`src/rtl/bbsm_pkg.sv`:
```
// Shared types and constants for the bit-banged serial bus master.
package bbsm_pkg;

    typedef enum logic [3:0] {
        OP_START   = 4'd0,
        OP_STOP    = 4'd1,
        OP_WRBYTE  = 4'd2,
        OP_RDBYTE  = 4'd3,
        OP_XCHG    = 4'd4,
        OP_WRBIT   = 4'd5,
        OP_RDBIT   = 4'd6,
        OP_TICKS   = 4'd7,
        OP_SETDATA = 4'd8,
        OP_SETCLK  = 4'd9,
        OP_SETSEL  = 4'd10,
        OP_SAMPLE  = 4'd11
    } opcode_t;

    localparam logic [2:0] REG_SETTLE     = 3'd0;
    localparam logic [2:0] REG_CLOCK      = 3'd1;
    localparam logic [2:0] REG_LSB_FIRST  = 3'd2;
    localparam logic [2:0] REG_OPEN_DRAIN = 3'd3;
    localparam logic [2:0] REG_THREE_WIRE = 3'd4;

    localparam logic [7:0] RST_SETTLE = 8'd20;
    localparam logic [7:0] RST_CLOCK  = 8'd100;

    // One tick as classified by the front end.
    typedef struct packed {
        logic       cmd;
        logic [3:0] op;
        logic [7:0] data;
        logic       data_pin;
        logic       miso_pin;
    } tick_t;

    // One result item.
    typedef struct packed {
        logic       data_latch;
        logic       data_drive;
        logic       clk_latch;
        logic       clk_drive;
        logic       sel_latch;
        logic       sel_drive;
        logic       busy;
        logic       read_valid;
        logic [7:0] read_data;
    } result_t;

    typedef struct packed {
        logic [7:0] settle_us;
        logic [7:0] clock_us;
        logic       lsb_first;
        logic       open_drain;
        logic       three_wire;
    } cfg_t;

endpackage

```
`src/rtl/bbsm_front.sv`:
```
// Front end: configuration registers and tick classification.
module bbsm_front
(
    input  logic              clk,
    input  logic              rst_n,
    input  logic              cfg_we,
    input  logic [2:0]        cfg_index,
    input  logic [7:0]        cfg_data,
    input  logic              cmd_valid,
    input  logic [3:0]        opcode,
    input  logic [7:0]        cmd_data,
    input  logic              data_pin_in,
    input  logic              miso_pin_in,
    output bbsm_pkg::cfg_t    cfg,
    output bbsm_pkg::tick_t   tick
);

    bbsm_pkg::cfg_t cfg_reg;

    always_ff @(posedge clk or negedge rst_n)
    begin
        if (!rst_n)
        begin
            cfg_reg.settle_us  <= bbsm_pkg::RST_SETTLE;
            cfg_reg.clock_us   <= bbsm_pkg::RST_CLOCK;
            cfg_reg.lsb_first  <= 1'b0;
            cfg_reg.open_drain <= 1'b0;
            cfg_reg.three_wire <= 1'b1;
        end
        else if (cfg_we)
        begin
            case (cfg_index)
                bbsm_pkg::REG_SETTLE:     cfg_reg.settle_us  <= cfg_data;
                bbsm_pkg::REG_CLOCK:      cfg_reg.clock_us   <= cfg_data;
                bbsm_pkg::REG_LSB_FIRST:  cfg_reg.lsb_first  <= cfg_data[0];
                bbsm_pkg::REG_OPEN_DRAIN: cfg_reg.open_drain <= cfg_data[0];
                bbsm_pkg::REG_THREE_WIRE: cfg_reg.three_wire <= cfg_data[0];
                default: ;
            endcase
        end
    end

    assign cfg = cfg_reg;

    // Unknown opcodes lose their command flag here so the back end never runs them.
    always_comb
    begin
        tick.cmd      = cmd_valid && (opcode <= bbsm_pkg::OP_SAMPLE);
        tick.op       = opcode;
        tick.data     = cmd_data;
        tick.data_pin = data_pin_in;
        tick.miso_pin = miso_pin_in;
    end

endmodule

```
`src/rtl/bbsm_queue.sv`:
```
// Two-entry queue that carries ticks or results between stages.
module bbsm_queue
(
    input  logic                  clk,
    input  logic                  rst_n,
    input  logic                  push,
    input  logic [23:0]           wdata,
    output logic                  full,
    input  logic                  pop,
    output logic [23:0]           rdata,
    output logic                  empty
);

    logic [23:0] mem_reg [2];
    logic        wptr_reg, rptr_reg;
    logic [1:0]  count_reg;
    logic        do_push, do_pop;

    assign full    = (count_reg == 2'd2);
    assign empty   = (count_reg == 2'd0);
    assign do_push = push && !full;
    assign do_pop  = pop && !empty;
    assign rdata   = mem_reg[rptr_reg];

    always_ff @(posedge clk)
    begin
        if (do_push)
        begin
            mem_reg[wptr_reg] <= wdata;
        end
    end

    always_ff @(posedge clk or negedge rst_n)
    begin
        if (!rst_n)
        begin
            wptr_reg  <= 1'b0;
            rptr_reg  <= 1'b0;
            count_reg <= 2'd0;
        end
        else
        begin
            if (do_push) wptr_reg <= !wptr_reg;
            if (do_pop)  rptr_reg <= !rptr_reg;
            count_reg <= count_reg + 2'(do_push) - 2'(do_pop);
        end
    end

    assert property (@(posedge clk) disable iff (!rst_n) count_reg <= 2'd2)
        else $error("queue count overflow");
    assert property (@(posedge clk) disable iff (!rst_n)
        (do_push && !do_pop) |=> !empty)
        else $error("queue lost a transaction");
    assert property (@(posedge clk) disable iff (!rst_n)
        (full && !do_pop) |=> full)
        else $error("full dropped without a pop");

endmodule

```
`src/rtl/bbsm_back.sv`:
```
// Back end: the step sequencer that drives the pins and assembles reads.
module bbsm_back
(
    input  logic              clk,
    input  logic              rst_n,
    input  bbsm_pkg::cfg_t    cfg,
    input  logic              tick_valid,
    input  bbsm_pkg::tick_t   tick,
    output logic              tick_pop,
    output logic              res_push,
    output bbsm_pkg::result_t res,
    input  logic              res_full
);

    logic [3:0] phase_reg, phase_next;
    logic [3:0] op_reg, op_next;
    logic [7:0] hold_reg, hold_next;
    logic [7:0] so_reg, so_next, si_reg, si_next, ticks_reg, ticks_next;
    logic [3:0] bit_reg, bit_next;
    logic       dl_reg, dd_reg, cl_reg, cd_reg, sl_reg, sd_reg;
    logic       dl_next, dd_next, cl_next, cd_next, sl_next, sd_next;
    logic       rv;
    logic [7:0] rd;
    logic       go;
    logic [3:0] nx;
    logic [7:0] dset, dclk;
    logic       in_bit, xbit;

    assign go       = tick_valid && !res_full;
    assign tick_pop = go;
    assign res_push = go;
    assign dset     = (cfg.settle_us == 8'd0) ? 8'd1 : cfg.settle_us;
    assign dclk     = (cfg.clock_us == 8'd0) ? 8'd1 : cfg.clock_us;

    always_comb
    begin
        phase_next = phase_reg;
        op_next    = op_reg;
        hold_next  = hold_reg;
        so_next    = so_reg;
        si_next    = si_reg;
        ticks_next = ticks_reg;
        bit_next   = bit_reg;
        dl_next = dl_reg; dd_next = dd_reg;
        cl_next = cl_reg; cd_next = cd_reg;
        sl_next = sl_reg; sd_next = sd_reg;
        rv = 1'b0;
        rd = 8'd0;
        nx = 4'd0;
        in_bit = 1'b0;
        xbit = 1'b0;
        if (phase_reg != 4'd0)
        begin
            if (hold_reg > 8'd1)
            begin
                hold_next = hold_reg - 8'd1;
            end
            else
            begin
                case (op_reg)
                    bbsm_pkg::OP_START, bbsm_pkg::OP_STOP:
                        nx = (phase_reg < 4'd4) ? phase_reg + 4'd1 : 4'd0;
                    bbsm_pkg::OP_WRBYTE, bbsm_pkg::OP_XCHG:
                    begin
                        if (phase_reg < 4'd3) nx = phase_reg + 4'd1;
                        else
                        begin
                            bit_next = bit_reg + 4'd1;
                            nx = (bit_next < 4'd8) ? 4'd1 : 4'd0;
                        end
                    end
                    bbsm_pkg::OP_RDBYTE:
                    begin
                        if (phase_reg < 4'd2) nx = phase_reg + 4'd1;
                        else
                        begin
                            bit_next = bit_reg + 4'd1;
                            nx = (bit_next < 4'd8) ? 4'd1 : 4'd0;
                        end
                    end
                    bbsm_pkg::OP_WRBIT:
                        nx = (phase_reg < 4'd3) ? phase_reg + 4'd1 : 4'd0;
                    bbsm_pkg::OP_RDBIT:
                        nx = (phase_reg < 4'd2) ? phase_reg + 4'd1 : 4'd0;
                    bbsm_pkg::OP_TICKS:
                    begin
                        if (phase_reg < 4'd2) nx = phase_reg + 4'd1;
                        else
                        begin
                            ticks_next = ticks_reg - 8'd1;
                            nx = (ticks_next != 8'd0) ? 4'd1 : 4'd0;
                        end
                    end
                    default: nx = 4'd0;
                endcase
                if (nx == 4'd0)
                begin
                    phase_next = 4'd0;
                    hold_next  = 8'd0;
                    if (op_reg == bbsm_pkg::OP_RDBYTE || op_reg == bbsm_pkg::OP_XCHG
                        || op_reg == bbsm_pkg::OP_RDBIT)
                    begin
                        rv = 1'b1;
                        rd = si_reg;
                    end
                end
                else
                begin
                    phase_next = nx;
                end
            end
        end
        else if (tick.cmd)
        begin
            op_next    = tick.op;
            so_next    = tick.data;
            si_next    = 8'd0;
            bit_next   = 4'd0;
            ticks_next = tick.data;
            if (tick.op == bbsm_pkg::OP_SAMPLE)
            begin
                rv = 1'b1;
                if (cfg.three_wire) rd = {7'd0, tick.miso_pin};
                else
                begin
                    dd_next = 1'b0;
                    rd = {7'd0, tick.data_pin};
                end
            end
            else if (!(tick.op == bbsm_pkg::OP_TICKS && tick.data == 8'd0))
            begin
                phase_next = 4'd1;
            end
        end

        // Step action, taken whenever a new phase is entered.
        if (phase_next != 4'd0 && (phase_reg == 4'd0 || hold_reg <= 8'd1))
        begin
            xbit = cfg.lsb_first ? so_next[0] : so_next[7];
            hold_next = dclk;
            case (op_next)
                bbsm_pkg::OP_START:
                begin
                    if (phase_next == 4'd1)
                    begin
                        if (cfg.open_drain) dd_next = 1'b0; else begin dl_next = 1'b1; dd_next = 1'b1; end
                        if (cfg.open_drain) cd_next = 1'b0; else begin cl_next = 1'b1; cd_next = 1'b1; end
                    end
                    else if (phase_next == 4'd2) begin dl_next = 1'b0; dd_next = 1'b1; end
                    else if (phase_next == 4'd3) begin cl_next = 1'b0; cd_next = 1'b1; end
                    else if (cfg.open_drain) dd_next = 1'b0;
                    else begin dl_next = 1'b1; dd_next = 1'b1; end
                end
                bbsm_pkg::OP_STOP:
                begin
                    if (phase_next == 4'd1)
                    begin
                        dl_next = 1'b0; dd_next = 1'b1; cl_next = 1'b0; cd_next = 1'b1;
                    end
                    else if (phase_next == 4'd2)
                    begin
                        if (cfg.open_drain) cd_next = 1'b0; else begin cl_next = 1'b1; cd_next = 1'b1; end
                    end
                    else if (phase_next == 4'd3)
                    begin
                        if (cfg.open_drain) dd_next = 1'b0; else begin dl_next = 1'b1; dd_next = 1'b1; end
                    end
                    else begin cl_next = 1'b0; cd_next = 1'b1; end
                end
                bbsm_pkg::OP_WRBYTE, bbsm_pkg::OP_XCHG, bbsm_pkg::OP_WRBIT:
                begin
                    if (op_next == bbsm_pkg::OP_WRBIT) xbit = (so_next != 8'd0);
                    if (phase_next == 4'd1)
                    begin
                        hold_next = dset;
                        if (!xbit) begin dl_next = 1'b0; dd_next = 1'b1; end
                        else if (cfg.open_drain) dd_next = 1'b0;
                        else begin dl_next = 1'b1; dd_next = 1'b1; end
                    end
                    else if (phase_next == 4'd2)
                    begin
                        if (cfg.open_drain) cd_next = 1'b0; else begin cl_next = 1'b1; cd_next = 1'b1; end
                    end
                    else
                    begin
                        if (op_next == bbsm_pkg::OP_XCHG)
                        begin
                            si_next = cfg.lsb_first ? {tick.miso_pin, si_reg[7:1]}
                                                    : {si_reg[6:0], tick.miso_pin};
                        end
                        cl_next = 1'b0; cd_next = 1'b1;
                        if (op_next != bbsm_pkg::OP_WRBIT)
                        begin
                            so_next = cfg.lsb_first ? {1'b0, so_reg[7:1]} : {so_reg[6:0], 1'b0};
                        end
                    end
                end
                bbsm_pkg::OP_RDBYTE:
                begin
                    dd_next = 1'b0;
                    if (phase_next == 4'd1)
                    begin
                        if (cfg.open_drain) cd_next = 1'b0; else begin cl_next = 1'b1; cd_next = 1'b1; end
                    end
                    else
                    begin
                        si_next = cfg.lsb_first ? {tick.data_pin, si_reg[7:1]}
                                                : {si_reg[6:0], tick.data_pin};
                        cl_next = 1'b0; cd_next = 1'b1;
                    end
                end
                bbsm_pkg::OP_RDBIT:
                begin
                    if (phase_next == 4'd1)
                    begin
                        if (!cfg.three_wire) dd_next = 1'b0;
                        if (cfg.open_drain) cd_next = 1'b0; else begin cl_next = 1'b1; cd_next = 1'b1; end
                    end
                    else
                    begin
                        in_bit = cfg.three_wire ? tick.miso_pin : tick.data_pin;
                        if (!cfg.three_wire) dd_next = 1'b0;
                        si_next = {7'd0, in_bit};
                        cl_next = 1'b0; cd_next = 1'b1;
                    end
                end
                bbsm_pkg::OP_TICKS:
                begin
                    if (phase_next == 4'd1)
                    begin
                        if (cfg.open_drain) cd_next = 1'b0; else begin cl_next = 1'b1; cd_next = 1'b1; end
                    end
                    else begin cl_next = 1'b0; cd_next = 1'b1; end
                end
                bbsm_pkg::OP_SETDATA:
                begin
                    hold_next = dset;
                    if (so_next == 8'd0) begin dl_next = 1'b0; dd_next = 1'b1; end
                    else if (cfg.open_drain) dd_next = 1'b0;
                    else begin dl_next = 1'b1; dd_next = 1'b1; end
                end
                bbsm_pkg::OP_SETCLK:
                begin
                    hold_next = dset;
                    if (so_next == 8'd0) begin cl_next = 1'b0; cd_next = 1'b1; end
                    else if (cfg.open_drain) cd_next = 1'b0;
                    else begin cl_next = 1'b1; cd_next = 1'b1; end
                end
                default:
                begin
                    hold_next = dset;
                    if (so_next == 8'd0) begin sl_next = 1'b0; sd_next = 1'b1; end
                    else if (cfg.open_drain) sd_next = 1'b0;
                    else begin sl_next = 1'b1; sd_next = 1'b1; end
                end
            endcase
        end

        res.data_latch = dl_next;
        res.data_drive = dd_next;
        res.clk_latch  = cl_next;
        res.clk_drive  = cd_next;
        res.sel_latch  = sl_next;
        res.sel_drive  = sd_next;
        res.busy       = (phase_next != 4'd0);
        res.read_valid = rv;
        res.read_data  = rd;
    end

    always_ff @(posedge clk or negedge rst_n)
    begin
        if (!rst_n)
        begin
            phase_reg <= 4'd0; op_reg <= 4'd0; hold_reg <= 8'd0;
            so_reg <= 8'd0; si_reg <= 8'd0; ticks_reg <= 8'd0; bit_reg <= 4'd0;
            dl_reg <= 1'b0; dd_reg <= 1'b0; cl_reg <= 1'b0;
            cd_reg <= 1'b0; sl_reg <= 1'b0; sd_reg <= 1'b0;
        end
        else if (go)
        begin
            phase_reg <= phase_next; op_reg <= op_next; hold_reg <= hold_next;
            so_reg <= so_next; si_reg <= si_next; ticks_reg <= ticks_next;
            bit_reg <= bit_next;
            dl_reg <= dl_next; dd_reg <= dd_next; cl_reg <= cl_next;
            cd_reg <= cd_next; sl_reg <= sl_next; sd_reg <= sd_next;
        end
    end

    assert property (@(posedge clk) disable iff (!rst_n)
        (phase_reg != 4'd0) |-> (hold_reg != 8'd0))
        else $error("running step with no hold");
    assert property (@(posedge clk) disable iff (!rst_n)
        (go && phase_reg != 4'd0 && hold_reg > 8'd1) |=> $stable(phase_reg))
        else $error("phase moved during hold");
    assert property (@(posedge clk) disable iff (!rst_n) bit_reg <= 4'd8)
        else $error("bit index out of range");

endmodule

```
`src/rtl/bitbang_serial_master.sv`:
```
// Top level of the bit-banged serial bus master.
// Each pushed transaction is one timing tick, optionally carrying a command,
// and yields exactly one result transaction with the pin state after that tick.
// Ticks are taken one per clock cycle while full is low. A tick passes a
// two-entry queue into the step sequencer, which handles one tick per cycle
// while the result queue has room; its result goes out through a two-entry
// result queue, so the input keeps one transaction per cycle while pop keeps up.
// Commands that arrive while a sequence runs are ignored.
module bitbang_serial_master
(
    input  logic       clk,
    input  logic       rst_n,
    input  logic       cfg_we,
    input  logic [2:0] cfg_index,
    input  logic [7:0] cfg_data,
    input  logic       push,
    output logic       full,
    input  logic       cmd_valid,
    input  logic [3:0] opcode,
    input  logic [7:0] cmd_data,
    input  logic       data_pin_in,
    input  logic       miso_pin_in,
    output logic       empty,
    input  logic       pop,
    output logic       data_latch,
    output logic       data_drive,
    output logic       clk_latch,
    output logic       clk_drive,
    output logic       sel_latch,
    output logic       sel_drive,
    output logic       busy_res,
    output logic       read_valid,
    output logic [7:0] read_data
);

    bbsm_pkg::cfg_t    cfg;
    bbsm_pkg::tick_t   tick_in, tick_q;
    bbsm_pkg::result_t res, res_q;
    logic [23:0]       tick_raw, res_raw;
    logic              tq_empty, tick_pop, res_push, res_full;
    logic [23:0]       tick_w, res_w;

    bbsm_front u_front
    (
        .clk(clk), .rst_n(rst_n),
        .cfg_we(cfg_we), .cfg_index(cfg_index), .cfg_data(cfg_data),
        .cmd_valid(cmd_valid), .opcode(opcode), .cmd_data(cmd_data),
        .data_pin_in(data_pin_in), .miso_pin_in(miso_pin_in),
        .cfg(cfg), .tick(tick_in)
    );

    assign tick_w = {9'd0, tick_in};
    assign tick_q = tick_raw[14:0];

    bbsm_queue u_tick_q
    (
        .clk(clk), .rst_n(rst_n),
        .push(push), .wdata(tick_w), .full(full),
        .pop(tick_pop), .rdata(tick_raw), .empty(tq_empty)
    );

    bbsm_back u_back
    (
        .clk(clk), .rst_n(rst_n), .cfg(cfg),
        .tick_valid(!tq_empty), .tick(tick_q), .tick_pop(tick_pop),
        .res_push(res_push), .res(res), .res_full(res_full)
    );

    assign res_w = {8'd0, res};
    assign res_q = res_raw[15:0];

    bbsm_queue u_res_q
    (
        .clk(clk), .rst_n(rst_n),
        .push(res_push), .wdata(res_w), .full(res_full),
        .pop(pop), .rdata(res_raw), .empty(empty)
    );

    assign data_latch = res_q.data_latch;
    assign data_drive = res_q.data_drive;
    assign clk_latch  = res_q.clk_latch;
    assign clk_drive  = res_q.clk_drive;
    assign sel_latch  = res_q.sel_latch;
    assign sel_drive  = res_q.sel_drive;
    assign busy_res   = res_q.busy;
    assign read_valid = res_q.read_valid;
    assign read_data  = res_q.read_data;

endmodule

```
`config.mk`:
```
export PLATFORM = sky130hd
export DESIGN_NAME = bitbang_serial_master
export DESIGN_NICKNAME = d
export VERILOG_FILES = /design/src/rtl/bbsm_pkg.sv /design/src/rtl/bbsm_front.sv /design/src/rtl/bbsm_queue.sv /design/src/rtl/bbsm_back.sv /design/src/rtl/bitbang_serial_master.sv
export SDC_FILE = /design/constraint.sdc
export NUM_CORES = 1
export LEC_CHECK = 0
export ABC_AREA = 0
export BUFFER_PORTS_ARGS = -buffer_cell sky130_fd_sc_hd__buf_2
export CORE_ASPECT_RATIO = 1.4
export CORE_MARGIN = 4
export CORE_UTILIZATION = 50
export DETAILED_ROUTE_END_ITERATION = 8
export HOLD_SLACK_MARGIN = 0.05
export PLACE_DENSITY = 0.72
export SLEW_MARGIN = 20
export SYNTH_ARGS = -nofsm -noshare
export SYNTH_HDL_FRONTEND = slang
export SYNTH_SLANG_ARGS = --single-unit
```
`constraint.sdc`:
```
create_clock -name clk -period 7.3 [get_ports clk]
set_input_delay 0 -clock clk [delete_from_list [all_inputs] [get_ports clk]]
set_output_delay 0 -clock clk [all_outputs]
set_load 0.1 [all_outputs]
```
## After elaboration in Yosys (flattened, before gate mapping)

Memories as Yosys holds them, arrays and structs flattened.
Index checks and enable logic that the tools add are counted.

- Register bits: 77
- Memories kept: 2
- RAM bits: 62
- Output and inout port bits: 18

Memory list:

| name | depth | bits a word | read ports | clocked after Yosys merged registers in | wr ports | line | RTL |
|---|---|---|---|---|---|---|---|
| u_res_q.mem_reg | 2 | 16 | 1 | 0 | 1 | bbsm_queue.sv:14 | `logic [23:0] mem_reg [2];` |
| u_tick_q.mem_reg | 2 | 15 | 1 | 0 | 1 | bbsm_queue.sv:14 |  |

- Reductions and logical operators: 51
- Add/subtract/negate cells: 8
- Equality and inequality tests: 34
- Order comparisons: 7
- Multiplexer cells: 138

Operator list:

| operator | count |
|---|---|
| two-way mux 8 bit | 36 |
| two-way mux 4 bit | 21 |
| two-way mux 1 bit | 73 |
| equality test 4 x 3 -> 1 bit (second input constant) | 9 |
| logical NOT 8 bit | 4 |
| equality test 4 x 2 -> 1 bit (second input constant) | 6 |
| one-hot mux 4 bit (6 select lines) | 1 |
| one-hot mux 8 bit (3 select lines) | 1 |
| logical NOT 4 bit | 4 |
| one-hot mux 8 bit (2 select lines) | 1 |
| nonzero test 8 bit | 2 |
| subtractor 8 x 1 -> 8 bit (second input constant) | 2 |
| equality test 4 x 1 -> 1 bit (second input constant) | 3 |
| equality test 4 bit (second input constant) | 3 |
| one-hot mux 1 bit (5 select lines) | 2 |
| AND reduction 2 bit | 5 |
| OR reduction 10 bit | 1 |
| inequality test 3 bit (second input constant) | 3 |
| adder 4 x 1 -> 4 bit (second input constant) | 2 |
| > comparator 8 x 1 -> 1 bit (second input constant) | 1 |
| <= comparator 8 x 1 -> 1 bit (second input constant) | 1 |
| logical AND 1 bit | 8 |
| logical NOT 1 bit | 8 |
| < comparator 4 x 2 -> 1 bit (second input constant) | 2 |
| other kinds (26) | 39 |

## Longest topological paths before layout

- Depth in word-level cells: 18
- Mapped depth: 13
- Depth with buffers taken out: 11

## Cells and area by module

From an unflattened synthesis, not the netlist that was laid out.

- Cells, all modules: 780
- Area, all modules: 9401.5 µm²

By module, submodules not included:

| module | seq. area each (µm²) | cells an instance | times used | area an instance (µm²) |
|---|---|---|---|---|
| bbsm_back | 1251.2 | 533 | 1 | 4443.0 |
| bbsm_queue | 1541.5 | 93 | 2 | 2034.5 |
| bbsm_front | 483.0 | 59 | 1 | 882.1 |
| bitbang_serial_master | 0.0 | 2 | 1 | 7.5 |

## Worst setup path before layout

OpenSTA, ideal clock, no wires.

- Kind: register to register
- From: reg u_back.ticks_reg[0]
- To: reg u_back.hold_reg[1]
- Period minus slack after synthesis: 3555 ps
- Required time: 7173 ps
- Slack: 3745 ps
- Path buffers: 2
- Data arrival time: 3427 ps
- Setup time: 127 ps
- Stages on the path, launching flop included: 14
- Cell sequence: dfrtp_1 > clkbuf_1 > inv_1 > ha_1 > or3b_4 > or4_4 > a31oi_4 > a21oi_2 > or3_1 > buf_6 > a41oi_4 > mux2_4 > a211oi_1 > a21oi_1

- Longest elaborated chain between the ends: 15

RTL lines:

| what | line | RTL |
|---|---|---|
| start, declared | bbsm_back.sv:18 | `logic [7:0] so_reg, so_next, si_reg, si_next, ticks_reg, ticks_next;` |
| start signal, assigned | bbsm_back.sv:282 | `so_reg <= so_next; si_reg <= si_next; ticks_reg <= ticks_next;` |
| subtractor 8 x 1 -> 8 bit * | bbsm_back.sv:90 | `ticks_next = ticks_reg - 8'd1;` |
| nonzero test 8 bit * | bbsm_back.sv:91 | `nx = (ticks_next != 8'd0) ? 4'd1 : 4'd0;` |
| two-way mux 1 bit * | bbsm_back.sv:91 |  |
| two-way mux 4 bit * | bbsm_back.sv:87 | `if (phase_reg < 4'd2) nx = phase_reg + 4'd1;` |
| one-hot mux 4 bit (6 select lines) * | bbsm_back.sv:60 | `case (op_reg)` |
| two-way mux 4 bit * | bbsm_back.sv:54 | `if (hold_reg > 8'd1)` |
| two-way mux 4 bit * | bbsm_back.sv:52 | `if (phase_reg != 4'd0)` |
| logical NOT 4 bit | bbsm_back.sv:96 | `if (nx == 4'd0)` |
| two-way mux 4 bit | bbsm_back.sv:96 |  |
| two-way mux 4 bit | bbsm_back.sv:54 |  |
| two-way mux 4 bit | bbsm_back.sv:52 |  |
| equality test 4 x 1 -> 1 bit / nonzero test 4 bit (equally long branches) | bbsm_back.sv:173, bbsm_back.sv:137 |  |
| two-way mux 8 bit / logical AND 1 bit (equally long branches) | bbsm_back.sv:173, bbsm_back.sv:137 |  |
| one-hot mux 8 bit (2 select lines), or another cell as far along | bbsm_back.sv:141 | `case (op_next)` |
| two-way mux 8 bit / AND reduction 3 bit (equally long branches) | -- |  |
| end signal, assigned | bbsm_back.sv:281 | `phase_reg <= phase_next; op_reg <= op_next; hold_reg <= hold_next;` |
| end, declared | bbsm_back.sv:17 | `logic [7:0] hold_reg, hold_next;` |

Mark *: on every way between the ends. The rest lies on a longest branch, timed or not. The select of a mux whose other input is x is not followed.
A chain may end at the register's enable or synchronous reset.

==> flow_metrics.tcl <==
set metrics [dict create \
    ys_async_sr_fraction_pct 55.40 \
    synth_nets 746 \
    cts-resized-gates 0 \
    syn_area_per_cell_um2 10.83 \
    rsz0062_at_grt "false" \
    clk_pin_slew_ns 0.06 \
    grt_max_degree 78 \
    path_max_fanout 17 \
    synthToLayoutAreaGrowth_pct 16.36 \
    drive_above_1_share_pct 19.62 \
    clock_skew_ns 0.009763 \
    seq_area_frac_synth_pct 49.78 \
    hold_violations 0 \
    cp-start-kind "flip-flop" \
    cts-htree-levels 4 \
    dp_hpwl_um 13460 \
    met3_length_um 889 \
    numCtsBuffers 17 \
    worstPathArrival_ns 4.78 \
    reg2reg_from "u_back.phase_reg[1]" \
    grt_usage_pct 22.64 \
    dieArea_um2 17320 \
    cts_buffer_depth 2 \
    routed-via-count 6012 \
    timing.fmax_mhz 223.0 \
    path_class "flip-flop to flip-flop" \
    synth.top_cell.area_share_pct 24.41 \
    synthTopCellsByArea "edfxtp_1, dfrtp_1, mux2_2" \
    routed-wl-met2_um 9785 \
    drv_cap 0 \
    grt_pass1_vias 6198 \
    setup_violations 0 \
    clock_sinks 139 \
    coreArea_um2 14990 \
    yosys_warnings 0 \
    grt_overflow 0 \
    hold_class "primary input to async pin" \
    grt_pass1_wl_um 31590 \
    end_kind "flip-flop" \
    period_share_pct 61.44 \
    r2r_cells 11 \
    synth-edff-count 62 \
    io_buffers 48 \
    netlist-cell-type-count 81 \
    netlist_instances 704 \
    ys_ff_latch 139 \
    dr.pass1.iters 7 \
    drt-met1-wl_um 7667 \
    cp.required_ns 7.60 \
    synth_flop_cell "dfrtp_1" \
    final_common_cell "dfrtp_1" \
    std_cell_rows 53 \
    layout_common_cells "dfrtp_1, edfxtp_1, nor2_1, mux2_2" \
    slew_violations 0 \
    place.gp.congestion 1.005 \
    dr.first_iter.drc_count 462 \
    synth_area_um2 7626 \
    synth_largest_area_cell "edfxtp_1" \
    cts_tree "built" \
    routed_via_density 6.122 \
    wire_per_inst_um 19.37 \
    reg2reg_to "u_back.dd_reg" \
    status "complete, no violations" \
    drt-total-wl_um 19020 \
    clock_latency_ns 0.42 \
    fin_tns_setup_ns 0 \
    initial_core_util_pct 50.88 \
    reg2reg_setup_slack_ns 2.82 \
    relSlewSlack_pct 31.55 \
    die_y_um 154.1 \
    top_layer "met4" \
    diodes 0 \
    die_w_um 112.4 \
    drcViolationCount 0 \
    clockRootBuffer "clkbuf_16" \
    antenna_found_initial 0 \
    nNetsFinal 819 \
    boundaryPins 49 \
    largest_reg_flops 32 \
    worst_pin_slew_ns 1.027 \
    period_needed_ns 4.485 \
    detail-route-antenna-nets 0 \
]
## layout make-up
class / instances / area (µm²)
clock buffers: 19 / 432.9
clock inverters: 13 / 105.1
fillers: 1288 / 6113
inverters: 20 / 75.07
multi-input cells: 514 / 3622
flip-flops and latches: 139 / 3796
well taps: 192 / 240.2
repair buffers: 85 / 601.8
## synth_stat cells (3+ instances only)
cell type  instances
and2_1            10
xor2_1             4
nor2b_1            4
nand2b_1          11
edfxtp_1          62
inv_1             20
mux2_2            50
nor3b_1            4
nor3_1            28
dfstp_2            6
buf_2              6
a211oi_1           4
nand3_1           16
o221ai_1           5
dfrtp_1           71
a22oi_1            9
nand2_1           47
a221oi_1           3
mux2i_1           38
nand4b_1           3
clkbuf_1          21
ha_1              11
o21ai_0           30
nor4_1            12
o22ai_1            5
xnor2_1            7
o211ai_1           4
nand4_1            4
nand3b_1           4
o2bb2ai_1          8
and3_1             6
o21a_1            10
a21oi_1           33
o22a_1             9
a31oi_1            6
nor2_1            57
a21o_1             5
o31ai_1            6
o21ai_1           10
or3_1              6
## per-stage QoR
| step | instance area [µm²] | hold WS, ns | instances | worst slack (ns) | util [%] |
|---|---|---|---|---|---|
| floorplan | 7626 | -0.2956 | 704 | 3.745 | - |
| finish | 8874 | 0.1657 | 982 | 2.815 | 59.21 |
| detailed placement | 8015 | 0.1920 | 919 | 2.746 | 53.48 |
| CTS | 8864 | 0.2931 | 982 | 2.745 | 59.14 |
| global placement | 8015 | 0.1893 | 919 | 2.930 | 53.48 |
| global route | 8874 | 0.2391 | 982 | 2.397 | 59.21 |
## what timing repair did
| item | 4_1_cts | 5_1_grt |
|---|---|---|
| hold endpoints to repair | 123 | 0 |
| setup buffers | 0 | 0 |
| hold buffers | 31 | 0 |
| endpoints found under the setup margin | 0 | 0 |
## per-layer routing
metal	vias to the layer above	track usage [%]
li1	2811	-
met1	2930	27.53
met2	215	39.24
met3	56	4.606
met4	0	9.049
met5	-	0
## logic make-up after synthesis
| logic type | count (synthesis) | synth area share, % |
|---|---|---|
| adder cells (fa/ha/maj) | 11 | 1.805 |
| buffers and inverters | 51 | 2.806 |
| AND/OR/NAND/NOR | 225 | 15.16 |
| multiplexers | 91 | 13.01 |
| AO/OA/AOI/OAI | 176 | 16.18 |
| flip-flops | 139 | 49.78 |
| XOR/XNOR | 11 | 1.263 |
## worst max-delay path, stage by stage, from the launching register on
cell and delay [ns]:
dfrtp_1 0.47, inv_1 0.09, ha_1 0.17, or3b_1 0.65, nor2_2 0.71, mux2_2 0.54, nor4_1 0.56, mux2i_1 0.35
nand4_1 0.14, a31oi_1 0.22, a31oi_1 0.16, mux2_2 0.29
## worst max-delay path by stage
stage	start	to	slack, ns	cells after the start
finish	u_back.phase_reg[1]	u_back.dd_reg	2.82	11
floorplan	u_back.ticks_reg[0]	u_back.hold_reg[1]	3.75	13
CTS	u_back.phase_reg[1]	u_back.hold_reg[6]	2.75	10
detailed placement	u_back.phase_reg[1]	u_back.hold_reg[6]	2.75	10
global placement	u_back.phase_reg[1]	u_back.hold_reg[4]	2.93	10
global route	u_tick_q.rptr_reg	u_res_q.mem_reg[1][13]	2.40	8
Power is not shown: default switching activity piles up to over one toggle a cycle in this logic, so the estimate is an artifact.
